--- config.mk ---
export PLATFORM = sky130hd
export DESIGN_NAME = gws_fifo
export DESIGN_NICKNAME = d
export VERILOG_FILES = /design/src/rtl/gws_pkg.sv /design/src/rtl/gws_fifo.sv
export SDC_FILE = /design/constraint.sdc
export NUM_CORES = 1
export LEC_CHECK = 0
export BUFFER_PORTS_ARGS = -buffer_cell sky130_fd_sc_hd__buf_2
export CORE_MARGIN = 2
export CORE_UTILIZATION = 61
export DETAILED_ROUTE_END_ITERATION = 12
export GPL_ROUTABILITY_DRIVEN = 0
export PLACE_DENSITY = 0.84
export SLEW_MARGIN = 10
export SYNTH_ARGS = -nofsm -noshare
export SYNTH_HDL_FRONTEND = slang
export SYNTH_SLANG_ARGS = --single-unit
export TNS_END_PERCENT = 5
--- constraint.sdc ---
create_clock -name clock -period 6 [get_ports clock]
set_input_delay 0.3 -clock clock [delete_from_list [all_inputs] [get_ports clock]]
set_output_delay 0.3 -clock clock [all_outputs]
set_load 0.03 [all_outputs]
--- src/rtl/gws_pkg.sv ---
// Shared constants, types and match function for the grid word search counter.
package gws_pkg;

   localparam int MAX_WIDTH  = 256;
   localparam int COL_W      = $clog2(MAX_WIDTH);
   localparam int WID_W      = $clog2(MAX_WIDTH + 1) + 1;
   localparam int CH_W       = 8;
   localparam int WORD_W     = 4 * CH_W;
   localparam int LINE_W     = 9;
   localparam int MATCH_W    = 4;
   localparam int TOTAL_W    = 32;
   localparam int CSR_ADDR_W = 2;
   localparam int CSR_DATA_W = 32;
   localparam int FIFO_DEPTH = 4;
   localparam int FIFO_PTR_W = $clog2(FIFO_DEPTH);
   localparam int FIFO_CNT_W = $clog2(FIFO_DEPTH + 1);

   localparam logic [WORD_W-1:0]     WORD_RESET = 32'h5341_4D58;
   localparam logic [LINE_W-1:0]     LINE_RESET = 9'd256;
   localparam logic [1:0]            ROWS_FULL  = 2'd3;
   localparam logic [CSR_ADDR_W-1:0] CSR_WORD_CHARS = 2'd0;
   localparam logic [CSR_ADDR_W-1:0] CSR_LINE_WIDTH = 2'd1;

   typedef struct packed {
      logic [CH_W-1:0]  ch;
      logic             first;
      logic [COL_W-1:0] col;
      logic             gate_h;
      logic             gate_v;
      logic             gate_dr;
      logic             gate_dl;
   } gws_cls_type;

   typedef struct packed {
      logic [MATCH_W-1:0] hit_count;
      logic [TOTAL_W-1:0] total;
   } gws_rsp_type;

   // forward and reverse reading of one four-cell segment, s0 first in raster order
   function automatic logic [1:0] seg_hits(input logic [WORD_W-1:0] word,
                                           input logic [CH_W-1:0] s0,
                                           input logic [CH_W-1:0] s1,
                                           input logic [CH_W-1:0] s2,
                                           input logic [CH_W-1:0] s3);
      logic fwd;
      logic rev;
      fwd = (s0 == word[7:0]) && (s1 == word[15:8]) &&
            (s2 == word[23:16]) && (s3 == word[31:24]);
      rev = (s3 == word[7:0]) && (s2 == word[15:8]) &&
            (s1 == word[23:16]) && (s0 == word[31:24]);
      return {1'b0, fwd} + {1'b0, rev};
   endfunction

endpackage

--- src/rtl/gws_fifo.sv ---
// Result queue between the match pipeline and the response channel.
module gws_fifo (
   input  logic                              clock,
   input  logic                              reset,
   input  logic                              push,
   input  gws_pkg::gws_rsp_type              push_data,
   input  logic                              inflight,
   output logic                              room,
   output logic                              rsp_valid,
   input  logic                              rsp_ready,
   output logic [gws_pkg::MATCH_W-1:0]       rsp_matches_here,
   output logic [gws_pkg::TOTAL_W-1:0]       rsp_total_matches
);
   import gws_pkg::*;

   gws_rsp_type             entry_ff [FIFO_DEPTH];
   logic [FIFO_PTR_W-1:0]   wr_ptr_ff;
   logic [FIFO_PTR_W-1:0]   rd_ptr_ff;
   logic [FIFO_CNT_W-1:0]   count_ff;
   logic [FIFO_CNT_W-1:0]   count_in;
   logic                    pop;
   logic [FIFO_CNT_W:0]     reserved;

   assign pop = rsp_valid && rsp_ready;

   always_comb begin
      count_in = count_ff;
      if (push && !pop) begin
         count_in = count_ff + FIFO_CNT_W'(1);
      end else if (pop && !push) begin
         count_in = count_ff - FIFO_CNT_W'(1);
      end
   end

   always_ff @(posedge clock) begin
      if (reset) begin
         wr_ptr_ff <= '0;
         rd_ptr_ff <= '0;
         count_ff  <= '0;
      end else begin
         count_ff <= count_in;
         if (push) begin
            wr_ptr_ff <= wr_ptr_ff + FIFO_PTR_W'(1);
         end
         if (pop) begin
            rd_ptr_ff <= rd_ptr_ff + FIFO_PTR_W'(1);
         end
      end
   end

   always_ff @(posedge clock) begin
      if (push) begin
         entry_ff[wr_ptr_ff] <= push_data;
      end
   end

   // one slot for the item in the match stage, one for the item being taken now
   assign reserved = {1'b0, count_ff} + (FIFO_CNT_W + 1)'(inflight);
   assign room     = reserved < (FIFO_CNT_W + 1)'(FIFO_DEPTH);

   assign rsp_valid         = count_ff != '0;
   assign rsp_matches_here  = entry_ff[rd_ptr_ff].hit_count;
   assign rsp_total_matches = entry_ff[rd_ptr_ff].total;

endmodule

After elaboration in Yosys (flattened, before gate mapping)
Memories as Yosys holds them, arrays and structs flattened. A register that Yosys moved wholly into a read port is not among the register bits.
Index checks and enable logic that the tools add are counted.

word-level totals
  bits in writable memories = 144
  memories = 1
  logic and storage cells = 23
  input port bits = 41
  register bits = 7
  output and inout port bits = 38

cells by class
  $add $sub $neg = 5
  reduce and logical (&&, ||, !) cells = 7
  order comparisons = 1
  mux-type cells = 6

memory list
  memory    depth  bits a word  read ports  clocked after Yosys merged registers in  write ports  line            RTL
  entry_ff  4      36           1           1                                        1            gws_fifo.sv:16  gws_rsp_type entry_ff [FIFO_DEPTH];

operators with widths
  kind                                                                          number
  3-bit two-way mux                                                             2
  2-bit by 1-bit adder with 2-bit output, second input constant                 2
  3-bit by 1-bit adder with 4-bit output                                        1
  4-bit by 3-bit less-than comparator with 1-bit output, second input constant  1
  2-bit two-way mux                                                             2
  3-bit by 1-bit adder with 3-bit output, second input constant                 1
  1-bit logical AND                                                             3
  3-bit nonzero test                                                            1
  3-bit by 1-bit subtractor with 3-bit output, second input constant            1
  1-bit logical NOT                                                             2
  1-bit two-way mux                                                             2
  2-bit nonzero test                                                            1

Longest topological paths before layout
  word-level depth = 5
  mapped depth = 7
  gate-level depth less buffers = 7

Least setup slack after synthesis
No wires, ideal clock.

  kind = reg-to-reg
  from = register count_ff[0]
  to = register count_ff[2]
  data required time = 5.930 ns
  stages on the path, launching flop included = 8
  library setup time = 0.070 ns
  path buffers = 0
  arrival = 1.894 ns
  path slack = 4.036 ns
  period minus slack after synthesis = 1.964 ns
  cells stage by stage = dfxtp_1 > o31ai_1 > ha_1 > inv_1 > fa_1 > xor2_1 > or3_1 > a21oi_1

between the ends
  cells in the longest elaborated chain, start to end = 5
  elaborated cells on any way between the ends = 10
  those cells by class = add/sub (2); mux (2); reduce/logical (6)

RTL lines
  what                                                                                 line            RTL
  start, declared                                                                      gws_fifo.sv:19  logic [FIFO_CNT_W-1:0] count_ff;
  start signal, assigned                                                               gws_fifo.sv:41  count_ff <= count_in;
  branches (longest 5 deep; another with 3-bit by 1-bit subtractor with 3-bit output)  -

Parallel ways; which one is timed is not known. The select of a mux whose other input is x is not followed.
A chain may end at the register's enable or synchronous reset.

==> impl_table.tex <==
\begin{tabular}{lr}
\hline
Metric & Value \\
\hline
\multicolumn{2}{l}{\textbf{Yosys}} \\
Sequential element share of the synthesized area & 0.792 \\
Post-Syn Instances & 232 \\
Number of distinct standard cells referenced by the synthesized netlist & 23 \\
Average size of a mapped cell & 24.5 µm² \\
Leading area contributor after synthesis & sky130\_fd\_sc\_hd\_\_edfxtp\_1 \\
Synth Warn \# & 0 \\
Post-synthesis net count & 279 \\
Area contributors post-synth & sky130\_fd\_sc\_hd\_\_edfxtp\_1 76\%, sky130\_fd\_sc\_hd\_\_mux4\_2 12\%, sky130\_fd\_sc\_hd\_\_dfxtp\_1 3.2\%, sky130\_fd\_sc\_hd\_\_mux4\_1 2.8\%, sky130\_fd\_sc\_hd\_\_ha\_1 1.1\% \\
Flip-flop and latch count after synthesis & 153 \\
Share of Yosys cell area claimed by the top area cell type & 0.760 \\
Mapped Area & 0.00569 mm² \\
\multicolumn{2}{l}{\textbf{Setup path}} \\
CP max FO & 24 \\
Arrival time worst endpoint & 2.45 ns \\
Critical Path RT & 5.70 ns \\
Worst Path Class, Setup & flip-flop to output port \\
Type of destination of the critical path & output port \\
Startpoint kind of the worst setup timing path & flip-flop \\
\multicolumn{2}{l}{\textbf{Place}} \\
Area after detailed placement & 0.00614 mm² \\
Hpwl dp & 5260 µm \\
Worst slack at placement & 3.75 ns \\
Number of placed instances with taps included & 413 \\
Port Buffer Count & 78 \\
\multicolumn{2}{l}{\textbf{Power and ir drop}} \\
Internal & 0.00208 W \\
Proportion of power drawn by combinational gates & 0.230 \\
Proportion of total power due to net switching & 0.299 \\
Sw Pwr & 0.000886 W \\
Leakage dissipation & 2.45 nW \\
Part of the power in registers & 0.439 \\
Peak ir drop on the vdd network & 0.288 mV \\
Clock network fraction of design power & 0.331 \\
Power density over cell area & 423 mW/mm² \\
\multicolumn{2}{l}{\textbf{Die}} \\
Boundary pin count & 79 \\
Core area & 0.00915 mm² \\
Placement Rows & 35 \\
Die Span X & 101 µm \\
Die Footprint & 0.0101 mm² \\
Starting density of the core & 0.621 \\
Die height & 101 µm \\
\multicolumn{2}{l}{\textbf{Route}} \\
Routed len/inst & 19.5 µm \\
DRC violation total after the first TritonRoute iteration & 126 \\
Avg Vias per Cell & 5.60 \\
Remaining number of nets flagged by the antenna check after routing & 0 \\
Number of DRC violations after detailed routing & 0 \\
Count of vias placed by the detailed router & 2683 \\
First-pass iteration count of the detailed router & 4 \\
Final Routed Wirelength & 9330 µm \\
\multicolumn{2}{l}{\textbf{Timing}} \\
Setup repair after global routing missed its margin & no \\
Min cycle time layout & 2.75 ns \\
Number of max-slew violations in the final report & 0 \\
Setup violators final & 0 \\
Slack of the critical path & 3.25 ns \\
Measured slew at the worst slew-check pin & 0.993 ns \\
Setup TNS & 0 ns \\
Max\_slew headroom & 0.338 \\
Timing-limited maximum frequency & 0.364 GHz \\
Fraction of the cycle the final worst path needs & 0.458 \\
Post-route worst hold slack & 0.0225 ns \\
Setup Skew & 0.0115 ns \\
Number of endpoints with negative hold slack in the final report & 0 \\
\multicolumn{2}{l}{\textbf{Job}} \\
Maximum capacitance violations & 0 \\
\multicolumn{2}{l}{\textbf{Global route}} \\
Via count of the first global-routing pass & 2817 \\
GRT Util Overall & 0.194 \\
Number of antenna violations at the first check in global routing & 1 \\
Aggregate global routing overflow & 0 \\
First-pass GRT wire length & 14100 µm \\
Pin count of the biggest net entering global routing & 37 \\
\multicolumn{2}{l}{\textbf{Final layout}} \\
Share of layout cells above drive strength 1 & 0.392 \\
Net count reported at finish & 401 \\
Relative area change from synthesis to final layout & 23.4\% \\
Summed area of non-filler cells in the final layout & 0.00702 mm² \\
FILL cells & 474 \\
Post-Layout Cell Count & 479 \\
\multicolumn{2}{l}{\textbf{Clocking}} \\
Clock slew at the register clock pins of the worst setup and hold paths & 0.06 ns \\
CTS buffer count & 17 \\
Count of H-tree levels built during CTS & 4 \\
Count of instances resized after the clock tree is built & 0 \\
Bufs on Longest Clock Path & 2 \\
Number of buffers added to fix hold violations after cts & 33 \\
Setup Fix Bufs, Post-CTS & 0 \\
Clock latency reported for the late side of the worst-skew pair & 0.52 ns \\
Clock Sink Count & 153 \\
CTS tree & done \\
Master cell of the clock root buffer & sky130\_fd\_sc\_hd\_\_clkbuf\_8 \\
\multicolumn{2}{l}{\textbf{Status}} \\
Result of the run & completed \\
\multicolumn{2}{l}{\textbf{Min path}} \\
Class of the tightest hold or removal check & input pin to flip-flop \\
\hline
\end{tabular}
registers in the layout, summed over array words and instances (netlist names), named ones only:
register   flops
entry_ff     144
count_ff       3
rd_ptr_ff      2
wr_ptr_ff      2
worst max-delay path, cell delays in order (launching register included):
cell and delay, ns:
sky130_fd_sc_hd__dfxtp_2 0.61, sky130_fd_sc_hd__buf_4 0.50, sky130_fd_sc_hd__mux4_1 0.61, sky130_fd_sc_hd__buf_2 0.19
Yosys cell counts:
| cell | n |
|---|---|
| sky130_fd_sc_hd__edfxtp_1 | 144 |
| sky130_fd_sc_hd__mux4_2 | 30 |
| sky130_fd_sc_hd__dfxtp_1 | 9 |
| sky130_fd_sc_hd__nor2_1 | 7 |
| sky130_fd_sc_hd__mux4_1 | 6 |
| sky130_fd_sc_hd__ha_1 | 5 |
| sky130_fd_sc_hd__and2_1 | 4 |
| sky130_fd_sc_hd__xor2_1 | 4 |
| sky130_fd_sc_hd__buf_12 | 3 |
| sky130_fd_sc_hd__buf_2 | 3 |
| sky130_fd_sc_hd__inv_1 | 3 |
| sky130_fd_sc_hd__mux2i_1 | 2 |
| sky130_fd_sc_hd__or3_1 | 2 |
| sky130_fd_sc_hd__a21oi_1 | 1 |
| sky130_fd_sc_hd__a31oi_1 | 1 |
| sky130_fd_sc_hd__buf_6 | 1 |
| sky130_fd_sc_hd__clkbuf_1 | 1 |
| sky130_fd_sc_hd__clkbuf_2 | 1 |
| sky130_fd_sc_hd__fa_1 | 1 |
| sky130_fd_sc_hd__o21ai_0 | 1 |
| sky130_fd_sc_hd__o311ai_0 | 1 |
| sky130_fd_sc_hd__o31ai_1 | 1 |
| sky130_fd_sc_hd__xnor2_1 | 1 |
power groups by stage:
| stage | Clock, W | Sequential, W | Combinational (W) |
|---|---|---|---|
| floorplan | 0 | 0.00128 | 0.000592 |
| global placement | 0 | 0.00132 | 0.000666 |
| detailed placement | 0 | 0.00133 | 0.000674 |
| CTS | 0.000996 | 0.00130 | 0.000694 |
| global route | 0.00105 | 0.00131 | 0.000729 |
| finish | 0.000982 | 0.00130 | 0.000683 |
routing by layer:
layer	vias up	share of wire	GRT usage
li1	1226	-	-
met1	1376	0.44	0.238
met2	76	0.52	0.324
met3	5	0.041	0.0693
met4	0	0.0043	0.0674
met5	-	0	0
layout by cell type, fill, tap and decap left out, drive strengths merged:
cell | synthesis | layout
a21oi | 1 | 1
a31oi | 1 | 1
and2 | 4 | 4
buf | 7 | 79
bufinv | 0 | 1
clkbuf | 2 | 17
clkinv | 0 | 6
clkinvlp | 0 | 1
dfxtp | 9 | 9
diode | 0 | 1
dlygate4sd3 | 0 | 33
edfxtp | 144 | 144
fa | 1 | 1
ha | 5 | 5
inv | 3 | 10
mux2i | 2 | 2
mux4 | 36 | 36
nor2 | 7 | 7
o21ai | 1 | 1
o311ai | 1 | 1
o31ai | 1 | 1
or3 | 2 | 2
xnor2 | 1 | 1
xor2 | 4 | 4
layout make-up:
cell class / count / area [µm²] / area share
antenna: 1 / 2.50 / 0.000357
clock buffer: 17 / 414 / 0.0590
clock inverter: 15 / 136 / 0.0194
inverter: 3 / 11.3 / 0.00160
multi-input combinational: 67 / 1080 / 0.154
sequential: 153 / 4510 / 0.642
tap: 111 / 139 / 0.0198
timing repair buffer: 112 / 728 / 0.104
final timing paths:
kind | start | end | slack [ns] | cells past startpoint
min reg2reg | count_ff[2] | count_ff[2] | 0.53 | 2
min | push_data[20] | entry_ff[0][20] | 0.02 | 1
max reg2reg | count_ff[0] | count_ff[2] | 3.87 | 7
max | flip-flop | rsp_matches_here[3] | 3.25 | 3
per-stage QoR:
step,utilization,power (W)
final,0.767,0.00297
after CTS,0.767,0.00299
after global placement,0.670,0.00199
after global routing,0.767,0.00309
after detailed placement,0.670,0.00200
after floorplan,-,0.00187
cell families (layout without fill, tap and decap cells):
family                     after synthesis  after routing  synth area share
DFF                                    153            153             0.792
xor gates and xnor gates                 5              5           0.00770
muxes                                   38             38             0.150
other                                    0              1                 0
buffers and inverters                   12            147            0.0187
AOI/OAI and AO/OA                        5              5           0.00572
and+or+nand+nor                         13             13            0.0112
adders and majority gates                6              6            0.0145
Power figures use the tool's default switching activity.
