--- src/rtl/gws_pkg.sv ---
// Shared constants, types and match function for the grid word search counter.
package gws_pkg;

   localparam int MAX_WIDTH  = 256;
   localparam int COL_W      = $clog2(MAX_WIDTH);
   localparam int WID_W      = $clog2(MAX_WIDTH + 1) + 1;
   localparam int CH_W       = 8;
   localparam int WORD_W     = 4 * CH_W;
   localparam int LINE_W     = 9;
   localparam int MATCH_W    = 4;
   localparam int TOTAL_W    = 32;
   localparam int CSR_ADDR_W = 2;
   localparam int CSR_DATA_W = 32;
   localparam int FIFO_DEPTH = 4;
   localparam int FIFO_PTR_W = $clog2(FIFO_DEPTH);
   localparam int FIFO_CNT_W = $clog2(FIFO_DEPTH + 1);

   localparam logic [WORD_W-1:0]     WORD_RESET = 32'h5341_4D58;
   localparam logic [LINE_W-1:0]     LINE_RESET = 9'd256;
   localparam logic [1:0]            ROWS_FULL  = 2'd3;
   localparam logic [CSR_ADDR_W-1:0] CSR_WORD_CHARS = 2'd0;
   localparam logic [CSR_ADDR_W-1:0] CSR_LINE_WIDTH = 2'd1;

   typedef struct packed {
      logic [CH_W-1:0]  ch;
      logic             first;
      logic [COL_W-1:0] col;
      logic             gate_h;
      logic             gate_v;
      logic             gate_dr;
      logic             gate_dl;
   } gws_cls_type;

   typedef struct packed {
      logic [MATCH_W-1:0] hit_count;
      logic [TOTAL_W-1:0] total;
   } gws_rsp_type;

   // forward and reverse reading of one four-cell segment, s0 first in raster order
   function automatic logic [1:0] seg_hits(input logic [WORD_W-1:0] word,
                                           input logic [CH_W-1:0] s0,
                                           input logic [CH_W-1:0] s1,
                                           input logic [CH_W-1:0] s2,
                                           input logic [CH_W-1:0] s3);
      logic fwd;
      logic rev;
      fwd = (s0 == word[7:0]) && (s1 == word[15:8]) &&
            (s2 == word[23:16]) && (s3 == word[31:24]);
      rev = (s3 == word[7:0]) && (s2 == word[15:8]) &&
            (s1 == word[23:16]) && (s0 == word[31:24]);
      return {1'b0, fwd} + {1'b0, rev};
   endfunction

endpackage

--- src/rtl/gws_front.sv ---
// Front end: config registers, input handshake, grid position tracking and segment gates.
module gws_front (
   input  logic                             clock,
   input  logic                             reset,
   input  logic                             req_valid,
   output logic                             req_ready,
   input  logic [gws_pkg::CH_W-1:0]         req_ch,
   input  logic                             req_first_of_grid,
   input  logic                             csr_wr_en,
   input  logic [gws_pkg::CSR_ADDR_W-1:0]   csr_addr,
   input  logic [gws_pkg::CSR_DATA_W-1:0]   csr_wdata,
   input  logic                             clr_busy,
   input  logic                             room,
   output logic                             fire,
   output gws_pkg::gws_cls_type             cls,
   output logic [gws_pkg::WORD_W-1:0]       word_chars
);
   import gws_pkg::*;

   logic [WORD_W-1:0] word_ff;
   logic [LINE_W-1:0] line_ff;
   logic [COL_W-1:0]  col_ff;
   logic [COL_W-1:0]  col_in;
   logic [1:0]        rows_ff;
   logic [1:0]        rows_in;

   logic [WID_W-1:0]  w_act;
   logic [COL_W-1:0]  col0;
   logic [1:0]        rows0;
   logic              wrap0;
   logic [COL_W-1:0]  c;
   logic [1:0]        rows1;
   logic [WID_W-1:0]  c_next;
   logic              wrap1;

   always_ff @(posedge clock) begin
      if (reset) begin
         word_ff <= WORD_RESET;
         line_ff <= LINE_RESET;
      end else if (csr_wr_en) begin
         case (csr_addr)
            CSR_WORD_CHARS: word_ff <= csr_wdata[WORD_W-1:0];
            CSR_LINE_WIDTH: line_ff <= csr_wdata[LINE_W-1:0];
            default: ;
         endcase
      end
   end

   always_comb begin
      if (32'(line_ff) < 32'd4) begin
         w_act = WID_W'(4);
      end else if (32'(line_ff) > 32'(MAX_WIDTH)) begin
         w_act = WID_W'(MAX_WIDTH);
      end else begin
         w_act = WID_W'(line_ff);
      end
   end

   always_comb begin
      col0   = req_first_of_grid ? '0 : col_ff;
      rows0  = req_first_of_grid ? '0 : rows_ff;
      wrap0  = WID_W'(col0) >= w_act;
      c      = wrap0 ? '0 : col0;
      rows1  = (wrap0 && rows0 != ROWS_FULL) ? rows0 + 2'd1 : rows0;
      c_next = WID_W'(c) + WID_W'(1);
      wrap1  = c_next >= w_act;
      col_in  = wrap1 ? '0 : c_next[COL_W-1:0];
      rows_in = (wrap1 && rows1 != ROWS_FULL) ? rows1 + 2'd1 : rows1;
   end

   always_ff @(posedge clock) begin
      if (reset) begin
         col_ff  <= '0;
         rows_ff <= '0;
      end else if (fire) begin
         col_ff  <= col_in;
         rows_ff <= rows_in;
      end
   end

   assign req_ready = !clr_busy && room;
   assign fire      = req_valid && req_ready;

   always_comb begin
      cls.ch      = req_ch;
      cls.first   = req_first_of_grid;
      cls.col     = c;
      cls.gate_h  = c >= COL_W'(3);
      cls.gate_v  = rows1 == ROWS_FULL;
      cls.gate_dr = (rows1 == ROWS_FULL) && (c >= COL_W'(3));
      cls.gate_dl = (rows1 == ROWS_FULL) && ((WID_W'(c) + WID_W'(3)) < w_act);
   end

   assign word_chars = word_ff;

endmodule

--- config.mk ---
export PLATFORM = sky130hd
export DESIGN_NAME = gws_front
export DESIGN_NICKNAME = d
export VERILOG_FILES = /design/src/rtl/gws_pkg.sv /design/src/rtl/gws_front.sv
export SDC_FILE = /design/constraint.sdc
export NUM_CORES = 1
export LEC_CHECK = 0
export ABC_AREA = 1
export BUFFER_PORTS_ARGS = -buffer_cell sky130_fd_sc_hd__buf_4
export CAP_MARGIN = 20
export CORE_ASPECT_RATIO = 0.8
export CORE_MARGIN = 1
export CORE_UTILIZATION = 35
export CTS_CLUSTER_DIAMETER = 80
export DETAILED_ROUTE_END_ITERATION = 8
export PLACE_DENSITY = 0.6
export SYNTH_ARGS = -nofsm -noshare
export SYNTH_HDL_FRONTEND = slang
export SYNTH_SLANG_ARGS = --single-unit
--- constraint.sdc ---
create_clock -name clock -period 10.5 [get_ports clock]
set_input_delay 0.525 -clock clock [delete_from_list [all_inputs] [get_ports clock]]
set_output_delay 0.525 -clock clock [all_outputs]
set_load 0.01 [all_outputs]
# Word level (Yosys, flattened, before mapping)
# Index checks and enable logic that the tools add are counted.
# word_totals
reg_bits,51
in_bits,49
wordCells,36
output_inout_bits,55
# classes
n_mux,8
n_addsub,4
n_reduce_logical,10
order_cmp,6
n_eq_ne,4
# op_table
op,n
2-to-1 mux 8 bit,3
2-to-1 mux 9 bit,2
greater-or-equal comparator 8 x 10 -> 1 bit,1
greater-or-equal comparator 9 x 10 -> 1 bit,1
less-than comparator 9 x 10 -> 1 bit,1
adder 8 x 1 -> 9 bit (second input constant),1
adder 8 x 2 -> 9 bit (second input constant),1
> comparator 9 bit (second input constant),1
less-than comparator 9 x 3 -> 1 bit (second input constant),1
greater-or-equal comparator 8 x 2 -> 1 bit (second input constant),1
logical AND 1 bit,6
2-to-1 mux 2 bit,3
adder 2 x 1 -> 2 bit (second input constant),2
!= test 2 bit (second input constant),2
AND reduction 2 bit,2
== test 2 x 1 -> 1 bit (second input constant),1
== test 2 bit (second input constant),1
zero test 2 bit,1
zero test 1 bit,1

# Longest topological paths before layout
# Gate-level depths: netlist (run 1).
# logic_depth
ltp_word,9
mapped_depth,28
mapped_depth_nobuf,28

# Worst setup path before layout (run 1)
# No wires, ideal clock.
# synth_path
path_kind,register to output
from,register line_ff[4]
to,output port cls[0] (netlist bit)
arrival_time_ns,3.990
n_path_buf,0
path_slack_ns,5.985
path_stages_with_launch,23
required_time_ns,9.975
cell_sequence,dfxtp_1 -> nor4_1 -> nand2_1 -> o31ai_1 -> o21ai_0 -> ha_1 -> nand2_1 -> inv_1 -> nand2_1 -> nor2_1 -> nand2_1 -> nand3_1 -> nor2_1 -> inv_1 -> ha_1 -> nor3_1 -> nand2_1 -> nor3_1 -> ha_1 -> and3_1 -> o211ai_1 -> nand3_1 -> nor2_1
# synth_rtl
item,line,source
start: declaration,gws_front.sv:21,logic [LINE_W-1:0] line_ff;
start signal: assignment,gws_front.sv:43,CSR_LINE_WIDTH: line_ff <= csr_wdata[LINE_W-1:0];
end: declaration,gws_front.sv:15,"output gws_pkg::gws_cls_type cls,"

==> results.md, run 1 <==
* Syn Nets at 524
* Comb power frac at 15.8%
* Final min period at 5.57 ns
* Post-CTS Hold Fix Bufs at 0
* Hold Violations, Final at 0
* Register area at 1020 um^2
* Share of the synthesized area in the top cell type at ~33%
* Endpoints failing setup at 0
* Nets@finish at about 600
* Final non-filler cell area at just under 4000 um^2
* M1 GR Usage at roughly a quarter
* GRT Residual Overflow at 0
* Max_cap viols at 0
* Post-synthesis sequential area ratio at 33.4%
* CTS tree: done
* Critical Path Fanout Max at 6
* Arr. time, crit path at 5.04 ns
* Met2 Use GR at 30.0%
* WS Path Type: reg -> out
* Largest net degree at the start of global routing at 42
* Final worst-path cycle share at 53.0%
* Rows at 30
* Placement Cell Area at 3740 um^2
* Sequential share of power at 49.0%
* H-tree Lvls at 2
* P_int at 311 uW
* PortBufs at 87
* CTS Root Cell: clkbuf_8
* Pleak at 2.00 nW
* WP data required at 9.98 ns
* F_max at 180 MHz
* Crit start category: flip-flop
* Outcome: finished, final reports clean
* Die Span Y at 85.6 um
* # Post-CTS Setup Buffers at 0
* Met3 usage at 2.89%
* Clk_lat worst skew at 0.30 ns
* Setup TNS at 0 ns
* Max VDD drop at 0.0861 mV
* RSZ-0062 raised after global routing: false
* Post-route antenna net violation count at 0
* CP endpoint kind: output port
* Synthesized flop and latch total at 51
* Area of the multi-input gates at 1730 um^2
* Die W at 106 um
* CTS resizes at 0
* Vias/cell at 4.72
* Die ar. at 9110 um^2
* Ys Warns at 0
* Clk sink count at 51
* Post-DP HPWL at 6330 um
* Layout area overhead at 27.3%
* Main area contributors after synthesis: dfxtp_1 33%, ha_1 12%, nand2_1 11%
* Synth area leader: dfxtp_1
* Tot Pwr at 422 uW
* Syn avg cell area at about 6.8 um^2
* Diodes inserted at 0
* Clk pin slew, worst setup/hold paths at 0.10 ns
* Final wirelength at 8190 um
* Core area at 8480 um^2
* Sw Share at 26.2%
* Layout cells sized above 1 at between 20% and 30%
* Global-route wire length before repair at about 14,000 um
* Vias in the first global route at 2,758
* PwrDens at approximately 110 nW/um^2
* Most frequent cells in the layout: 88 x nand2_1, 88 x buf_4, 83 x nor2_1
* Cell Count, Final, Fillers Out at 632
* Most Used Layer, Global Route: met2
* All-Layer GR Usage at 18.4%
* Fin Clk Skew at 0.00727 ns
* Measured slew at the worst slew-check pin at slightly below 1 ns
* Cells after synthesis at 446
* GPL Wtd Cong at 0.847
* Vias at 2,983
* Max clock buf depth at 2
* Slew headroom at about a third
* Initial detailed-routing violation count at 243
* Hold/Removal Path Class: in -> reg
* Max-slew violations at 0
* Clock power share at 35.2%
* Initial antenna violation count at 0
* Number of library cell types mapped by synthesis at 31
* Wire length per cell at 13.0 um
* Fillers at 894
* Placed cells at 623
* Io pins at 104
* Switching power at 111 uW
* Initial Util at a little over a third
* TritonCTS Buffers at 5
* Drc violations at 0
* Drt pass-1 iters at 4
* Mapped cell area at 3050 um^2
-- synthesized netlist by cell type --
| cell | number |
|---|---|
| a21oi_1 | 19 |
| nand3_1 | 27 |
| buf_4 | 9 |
| a21o_1 | 2 |
| buf_2 | 1 |
| nand4_1 | 4 |
| nor2_1 | 83 |
| nor3_1 | 4 |
| o21ai_0 | 33 |
| inv_1 | 48 |
| o21ai_1 | 1 |
| nor4_1 | 1 |
| nor2_4 | 1 |
| nand3_2 | 2 |
| xnor2_1 | 1 |
| and3_1 | 1 |
| nand2_2 | 5 |
| nand2_1 | 88 |
| xnor2_2 | 1 |
| dfxtp_1 | 51 |
| xor2_1 | 6 |
| nor3_2 | 1 |
| inv_2 | 1 |
| or2_2 | 1 |
| o31ai_1 | 1 |
| ha_1 | 29 |
| clkbuf_1 | 13 |
| o211ai_1 | 4 |
| nand4_2 | 1 |
| and2_1 | 5 |
| nor2_2 | 2 |
-- power groups by stage --
| stage | registers [mW] | clock network [mW] | logic (mW) |
|---|---|---|---|
| floorplan | 0.213 | 0 | 0.0346 |
| global placement | 0.211 | 0 | 0.0646 |
| detailed placement | 0.211 | 0 | 0.0658 |
| CTS | 0.207 | 0.155 | 0.0660 |
| global route | 0.208 | 0.162 | 0.0746 |
| finish | 0.207 | 0.148 | 0.0667 |
-- through the flow --
stage               setup slack (ns)  hold slack (ns)  util [%]
floorplan                       5.98            0.445         -
global placement                5.44            0.439      44.1
detailed placement              5.26            0.447      44.1
CTS                             4.91            0.422      45.5
global route                    4.19            0.413      45.8
finish                          4.93            0.432      45.8
-- worst paths after layout --
path	end	cells after the start	slack, ns	from
setup / recovery	cls[0]	23	4.93	line_ff[5]$_SDFFE_PP0P_
hold / removal	word_chars[22]$_SDFFE_PP1P_	3	0.43	csr_wdata[22]
setup reg to reg	col_ff[1]$_SDFFE_PP0P_	25	5.23	line_ff[5]$_SDFFE_PP0P_
hold reg to reg	word_chars[11]$_SDFFE_PP1P_	2	0.47	word_chars[11]$_SDFFE_PP1P_
-- state kept, by name (all words and copies together), names as in the netlist --
signal      count
word_chars     32
line_ff         9
col_ff          8
rows_ff         2
-- cells by family (layout without fill, tap and decap cells) --
kind of cell             after synthesis  count (layout)  share of synthesized area (%)
AO/OA/AOI/OAI                         60              60                           10.4
AND/OR/NAND/NOR                      226             226                           31.7
adder cells (fa/ha/maj)               29              29                           11.9
flip-flops                            51              51                           33.4
XOR/XNOR                               8               8                           2.54
buffers and inverters                 72             146                           10.0
-- worst max-delay path: stages, from the launching register on --
cell and delay, ns:
dfxtp_1 0.34, nor4_1 0.27, nand2_1 0.14, o31ai_1 0.55, o21ai_0 0.34, ha_1 0.35, nand2_1 0.06, inv_1 0.03
nand2_1 0.05, nor2_1 0.05, nand2_1 0.12, nand3_1 0.17, nor2_1 0.28, inv_1 0.10, ha_1 0.24, nor3_1 0.40
nand2_1 0.15, nor3_1 0.17, ha_1 0.26, and3_1 0.21, o211ai_1 0.12, nand3_1 0.12, nor2_1 0.10, buf_4 0.12
-- area by class of cell --
| class | count | share of cell area (%) |
|---|---|---|
| Sequential cell | 51 | 26.3 |
| Timing Repair Buffer | 89 | 17.7 |
| Clock buffer | 6 | 2.12 |
| Clock inverter | 2 | 0.998 |
| Tap cell | 112 | 3.60 |
| Inverter | 49 | 4.73 |
| Multi-Input combinational cell | 323 | 44.6 |
-- metal layers --
metal	vias to the layer above	part of all wire [%]
met1	1335	49
met3	8	5.8
met4	0	0.78
met5	-	0
met2	74	44
li1	1566	-
(Power assumes the default switching activity.)
==> run 2, diff against run 1 <==
==> constraint.sdc (replaced) <==
create_clock -name clock -period 5.79 [get_ports clock]
set_input_delay 0.2895 -clock clock [delete_from_list [all_inputs] [get_ports clock]]
set_output_delay 0.2895 -clock clock [all_outputs]
set_load 0.01 [all_outputs]
==> results.md, run 2 (same netlist as run 1, synthesis figures left out) <==
* Max clock buf depth at 2 (unchanged)
* Largest net degree at the start of global routing at 42 (unchanged)
* Rows at 30 (unchanged)
* GRT Residual Overflow at 0 (unchanged)
* Post-DP HPWL at 6320 um (-0.19%)
* Clk sink count at 51 (unchanged)
* CTS resizes at 0 (unchanged)
* All-Layer GR Usage at 19.0% (+0.52 points)
* Register area at 1020 um^2 (unchanged)
* Wire length per cell at 13.3 um (+2.3%)
* TritonCTS Buffers at 5 (unchanged)
* Critical Path Fanout Max at 6 (unchanged)
* Setup TNS at 0 ns (unchanged)
* WS Path Type: reg -> out
* CTS tree: done
* PortBufs at 87 (unchanged)
* Final min period at a little over 5 ns
* Io pins at 104 (unchanged)
* Post-route antenna net violation count at 0 (unchanged)
* F_max at 194 MHz
* CP endpoint kind: output port
* H-tree Lvls at 2 (unchanged)
* Nets@finish at 597 (unchanged)
* Tot Pwr at 727 uW (+72%)
* Vias in the first global route at 2,810 (+1.9%)
* Max-slew violations at 0 (unchanged)
* Measured slew at the worst slew-check pin at 1.00 ns (+0.0282 ns)
* Most frequent cells in the layout: 88 x nand2_1, 88 x buf_4, 82 x nor2_1
* Area of the multi-input gates at 1740 um^2 (+0.43%)
* Die W at 106 um (unchanged)
* RSZ-0062 raised after global routing: false
* CTS Root Cell: clkbuf_8
* Pleak at 1.99 nW (-0.67%)
* Max VDD drop at 0.107 mV (+24%)
* Crit path max-delay family: simple AND/OR/NAND/NOR gates
* Layout area overhead at 26.7%
* Slew headroom at 33.0% (-1.9 points)
* Vias/cell at 4.70 (-0.47%)
* Layout cells sized above 1 at 22.1% (+0.38 points)
* Initial Util at 36.0% (unchanged)
* Hold Violations, Final at 0 (unchanged)
* Crit-path cells: nor4_1 -> nand2_1 -> o31ai_2 -> nand2_1 -> ha_1 -> nand2_1 -> a21oi_1 -> inv_1 -> nand3_1 -> nor2_1 -> inv_1 -> ha_1 -> nor3_1 -> nand2_1 -> nor3_1 -> ha_1 -> and3_1 -> o211ai_1 -> nand3_1 -> nor2_1 -> buf_4
* Crit-path max cell delay at 0.40 ns (-0.15 ns)
* Final worst-path cycle share at 88.9%
* Die Span Y at 85.6 um (unchanged)
* Drc violations at 0 (unchanged)
* Diodes inserted at 0 (unchanged)
* Arr. time, crit path at 4.86 ns (-0.18 ns)
* Clk_lat worst skew at 0.32 ns (+0.02 ns)
* Max_cap viols at 0 (unchanged)
* Vias at 2,969 (-0.47%)
* CP most frequent cell: nand2_1
* WP buf/inv at 3 (unchanged)
* Endpoints failing setup at 0 (unchanged)
* Drt pass-1 iters at 5 (+1)
* GPL Wtd Cong at 0.876 (+3.5%)
* Initial detailed-routing violation count at 143 (-41%)
* Critical-path top delay cell: o31ai_2
* Max reg flops at 32 (unchanged)
* Fin Clk Skew at 0.0128 ns (+0.00550 ns)
* Global-route wire length before repair at 13,700 um (+1.1%)
* WP data required at 5.50 ns (-4.48 ns)
* PwrDens at 188 nW/um^2 (+73%)
* Crit start category: flip-flop
* Initial antenna violation count at 0 (unchanged)
* Final wirelength at 8380 um (+2.3%)
* Post-CTS Hold Fix Bufs at 0 (unchanged)
* Outcome: finished, final reports clean
* Clk pin slew, worst setup/hold paths at 0.11 ns (about the same)
* Core area at 8480 um^2 (unchanged)
* Hold/Removal Path Class: in -> reg
* # Post-CTS Setup Buffers at 0 (unchanged)
* Fillers at 916 (+2.5%)
* Die ar. at 9110 um^2 (unchanged)
-- run 2: cell types whose count changed in the layout (fill, tap and decap cells not counted), sizes merged --
cell | previous run | this run
clkbuf | 6 | 5
clkinvlp | 0 | 1
bufinv | 1 | 0
inv | 50 | 51
-- run 2: power by group --
group,internal [mW],switching [mW]
clock,0.0900,0.140
sequential,0.366,0.00860
combinational,0.0560,0.0657
total,0.512,0.214
-- run 2: per-stage QoR --
| step | util, % | setup WS (ns) | hold WS [ns] | std cells | cell area [um^2] |
|---|---|---|---|---|---|
| floorplan | - | 1.34 | 0.416 | 446 | 3050 |
| global placement | 44.1 | 0.793 | 0.439 | 623 | 3740 |
| detailed placement | 44.1 | 0.586 | 0.450 | 623 | 3740 |
| CTS | 45.2 | 0.515 | 0.168 | 631 | 3830 |
| global route | 45.6 | 0.121 | 0.174 | 632 | 3870 |
| finish | 45.6 | 0.642 | 0.175 | 632 | 3870 |
-- run 2: worst min-delay path, cell delays in order --
cell and delay, ns:
buf_4 0.07, nand2_1 0.04, nand3_1 0.06
-- run 2: path summary, 6_finish.rpt --
| path | from | end | slack (ns) | depth (start not counted) |
|---|---|---|---|---|
| hold / removal | csr_wdata[28] | word_chars[28]$_SDFFE_PP1P_ | 0.17 | 3 |
| setup / recovery | line_ff[4]$_SDFFE_PP0P_ | cls[0] | 0.64 | 21 |
| setup reg to reg | line_ff[4]$_SDFFE_PP0P_ | col_ff[2]$_SDFFE_PP0P_ | 0.80 | 23 |
| hold reg to reg | col_ff[0]$_SDFFE_PP0P_ | col_ff[0]$_SDFFE_PP0P_ | 0.47 | 2 |
-- run 2: layout make-up --
class / count / area share [%]
clock buffer: 5 / 1.78
clock inverter: 3 / 0.711
inverter: 49 / 4.75
multi-input combinational: 323 / 45.0
tap: 112 / 3.62
sequential: 51 / 26.4
timing repair buffer: 89 / 17.8
-- run 2: layer usage --
| metal | track usage, % | routed length (um) | share of wire (%) | up-vias |
|---|---|---|---|---|
| met5 | 0 | 0 | 0 | - |
| met4 | 4.86 | 89 | 1.1 | 0 |
| met3 | 2.89 | 412 | 4.9 | 9 |
| met2 | 30.9 | 3670 | 44 | 67 |
| met1 | 26.3 | 4210 | 50 | 1332 |
| li1 | - | - | - | 1561 |
==> run 3, diff against run 2 <==
==> constraint.sdc (replaced) <==
create_clock -name clock -period 6.4 [get_ports clock]
set_input_delay 0.32 -clock clock [delete_from_list [all_inputs] [get_ports clock]]
set_output_delay 0.32 -clock clock [all_outputs]
set_load 0.01 [all_outputs]
==> results.md, run 3 (same netlist as run 1, synthesis figures left out) <==
* Outcome: finished, final reports clean
* Measured slew at the worst slew-check pin at 1.01 ns (+0.00874 ns)
* Drt pass-1 iters at 5 (unchanged)
* Sw Share at 26.1% (-3.4 points)
* Max reg flops at 32 (unchanged)
* Global-route wire length before repair at 13,800 um (+0.66%)
* Final worst-path cycle share at 80.7%
* Critical Path Fanout Max at 8 (+2)
* WP data required at 6.65 ns (+1.15 ns)
* Final wirelength at 8130 um (-3.1%)
* Initial Util at 36.0% (unchanged)
* RR Endpoint: col_ff[4]$_SDFFE_PP0P_
* Clk_lat worst skew at 0.31 ns (about the same)
* CTS Root Cell: clkbuf_8
* CP endpoint kind: flip-flop
* Initial antenna violation count at 0 (unchanged)
* H-tree Lvls at 2 (unchanged)
* Arr. time, crit path at 5.41 ns (+0.55 ns)
* Rows at 30 (unchanged)
* Sequential share of power at 49.1% (-2.5 points)
* Vias/cell at 4.75 (+1.0%)
* P_int at 510 uW (-0.39%)
* Diodes inserted at 0 (unchanged)
* R2R depth at 25 (+8.7%)
* CTS resizes at 0 (unchanged)
* Switching power at 180 uW (-16%)
* GRT Residual Overflow at 0 (unchanged)
* Hold Violations, Final at 0 (unchanged)
* Vias at 2,999 (+1.0%)
* Pleak at 2.00 nW (+0.67%)
* Clk pin slew, worst setup/hold paths at 0.11 ns (about the same)
* Die Span Y at 85.6 um (unchanged)
* R2r startpoint: line_ff[4]$_SDFFE_PP0P_
* Layout cells sized above 1 at 21.7% (-0.38 points)
* Max VDD drop at 0.120 mV (+12%)
* Final min period at around 5.2 ns
* WS Path Type: reg -> reg
* Wire length per cell at 12.9 um (-3.1%)
* Hold Path End: word_chars[28]$_SDFFE_PP1P_
* TritonCTS Buffers at 5 (unchanged)
* Clock power share at 35.1% (+3.4 points)
* F_max at 194 MHz
* Hold Path Origin: csr_wdata[28]
* Fin Clk Skew at 0.0116 ns (-0.00118 ns)
* Clk sink count at 51 (unchanged)
* Max clock buf depth at 2 (unchanged)
* Post-route antenna net violation count at 0 (unchanged)
* Final non-filler cell area at 3890 um^2 (+0.45%)
* Nets@finish at 597 (unchanged)
* # Post-CTS Setup Buffers at 0 (unchanged)
* Slew headroom at 32.4% (-0.58 points)
* Hold Path Depth at 3 (unchanged)
* Most frequent cells in the layout: 88 x nand2_1, 88 x buf_4, 83 x nor2_1
* Die ar. at 9110 um^2 (unchanged)
* Crit start category: flip-flop
* Hold/Removal Path Class: in -> reg
* GPL Wtd Cong at 0.911 (+3.9%)
* Placement Cell Area at 3740 um^2 (unchanged)
* Post-CTS Hold Fix Bufs at 0 (unchanged)
* Largest net degree at the start of global routing at 42 (unchanged)
* Comb power frac at 15.7% (-1.0 points)
* Max-slew violations at 0 (unchanged)
* Max_cap viols at 0 (unchanged)
* PortBufs at 87 (unchanged)
* RSZ-0062 raised after global routing: false
* Vias in the first global route at 2,870 (+2.1%)
* Core area at 8480 um^2 (unchanged)
* R2r setup slk at 1.24 ns (+0.44 ns)
* Io pins at 104 (unchanged)
* Layout area overhead at 27.3%
* Drc violations at 0 (unchanged)
* Post-DP HPWL at 6340 um (+0.35%)
* Setup TNS at 0 ns (unchanged)
* Endpoints failing setup at 0 (unchanged)
* PwrDens at 178 nW/um^2 (-5.5%)
* Die W at 106 um (unchanged)
* All-Layer GR Usage at 18.7% (-0.28 points)
* Initial detailed-routing violation count at 161 (+13%)
* CTS tree: done
## run 3: cell count changes in the layout (fill, tap and decap cells not counted)
cell        before  now
nor2_1          82   83
inv_8            1    0
nor2_2           3    2
clkinvlp_4       1    0
o31ai_1          0    1
clkbuf_8         5    6
bufinv_16        0    1
o31ai_2          1    0
## run 3: critical path, stage by stage (launching register included)
cell and delay (ns):
dfxtp_1 0.34, nor4_1 0.27, nand2_1 0.14, o31ai_1 0.51
o21ai_0 0.36, ha_1 0.36, nand2_1 0.05, inv_1 0.03
nand2_1 0.05, nor2_1 0.05, nand2_1 0.12, nand3_1 0.14
nor2_1 0.27, ha_1 0.26, inv_1 0.06, nor3_2 0.25
nand3_1 0.17, and2_1 0.20, ha_1 0.26, nand2_1 0.10
nor2_1 0.07, o211ai_1 0.09, nand4_1 0.13, nor2_1 0.52
nand3_1 0.17, a21oi_1 0.14
## run 3: stage by stage
stage | util, % | setup slack (ns) | hold WS [ns] | instances | power [mW]
final | 45.8 | 1.24 | 0.205 | 632 | 0.690
after global routing | 45.8 | 0.522 | 0.209 | 632 | 0.729
after CTS | 45.5 | 1.24 | 0.206 | 631 | 0.696
after detailed placement | 44.1 | 1.29 | 0.449 | 623 | 0.453
after global placement | 44.1 | 1.47 | 0.439 | 623 | 0.452
after floorplan | - | 1.95 | 0.445 | 446 | 0.407
## run 3: power groups by stage
| stage | clock, mW | combinational, mW | sequential [mW] |
|---|---|---|---|
| final | 0.243 | 0.109 | 0.339 |
| after global routing | 0.265 | 0.122 | 0.341 |
| after CTS | 0.250 | 0.107 | 0.339 |
| after detailed placement | 0 | 0.107 | 0.346 |
| after global placement | 0 | 0.106 | 0.346 |
| after floorplan | 0 | 0.0567 | 0.350 |
## run 3: worst max path at each step
| stage | end | cells past startpoint | from | slack (ns) |
|---|---|---|---|---|
| floorplan | rows_ff[1]$_SDFFE_PP0P_ | 26 | line_ff[4]$_SDFFE_PP0P_ | 1.95 |
| global placement | col_ff[4]$_SDFFE_PP0P_ | 23 | line_ff[4]$_SDFFE_PP0P_ | 1.47 |
| detailed placement | col_ff[4]$_SDFFE_PP0P_ | 25 | line_ff[4]$_SDFFE_PP0P_ | 1.29 |
| CTS | cls[0] | 23 | line_ff[4]$_SDFFE_PP0P_ | 1.24 |
| global route | cls[0] | 23 | line_ff[4]$_SDFFE_PP0P_ | 0.52 |
| finish | col_ff[4]$_SDFFE_PP0P_ | 25 | line_ff[4]$_SDFFE_PP0P_ | 1.24 |
## run 3: layout make-up
type | instances | area, um^2
Clock buffer | 6 | 82.6
Clock inverter | 2 | 38.8
Fill cell | 886 | 4600
Inverter | 49 | 184
Multi-Input combinational cell | 323 | 1730
Sequential cell | 51 | 1020
Tap cell | 112 | 140
Timing Repair Buffer | 89 | 688
## run 3: metal layers
metal  track usage, %  vias to the layer above  wire [um]
li1                 -                     1567          -
met1             26.7                     1349       4100
met2             29.2                       71       3510
met3             2.89                       12        413
met4             5.23                        0        100
met5                0                        -          0
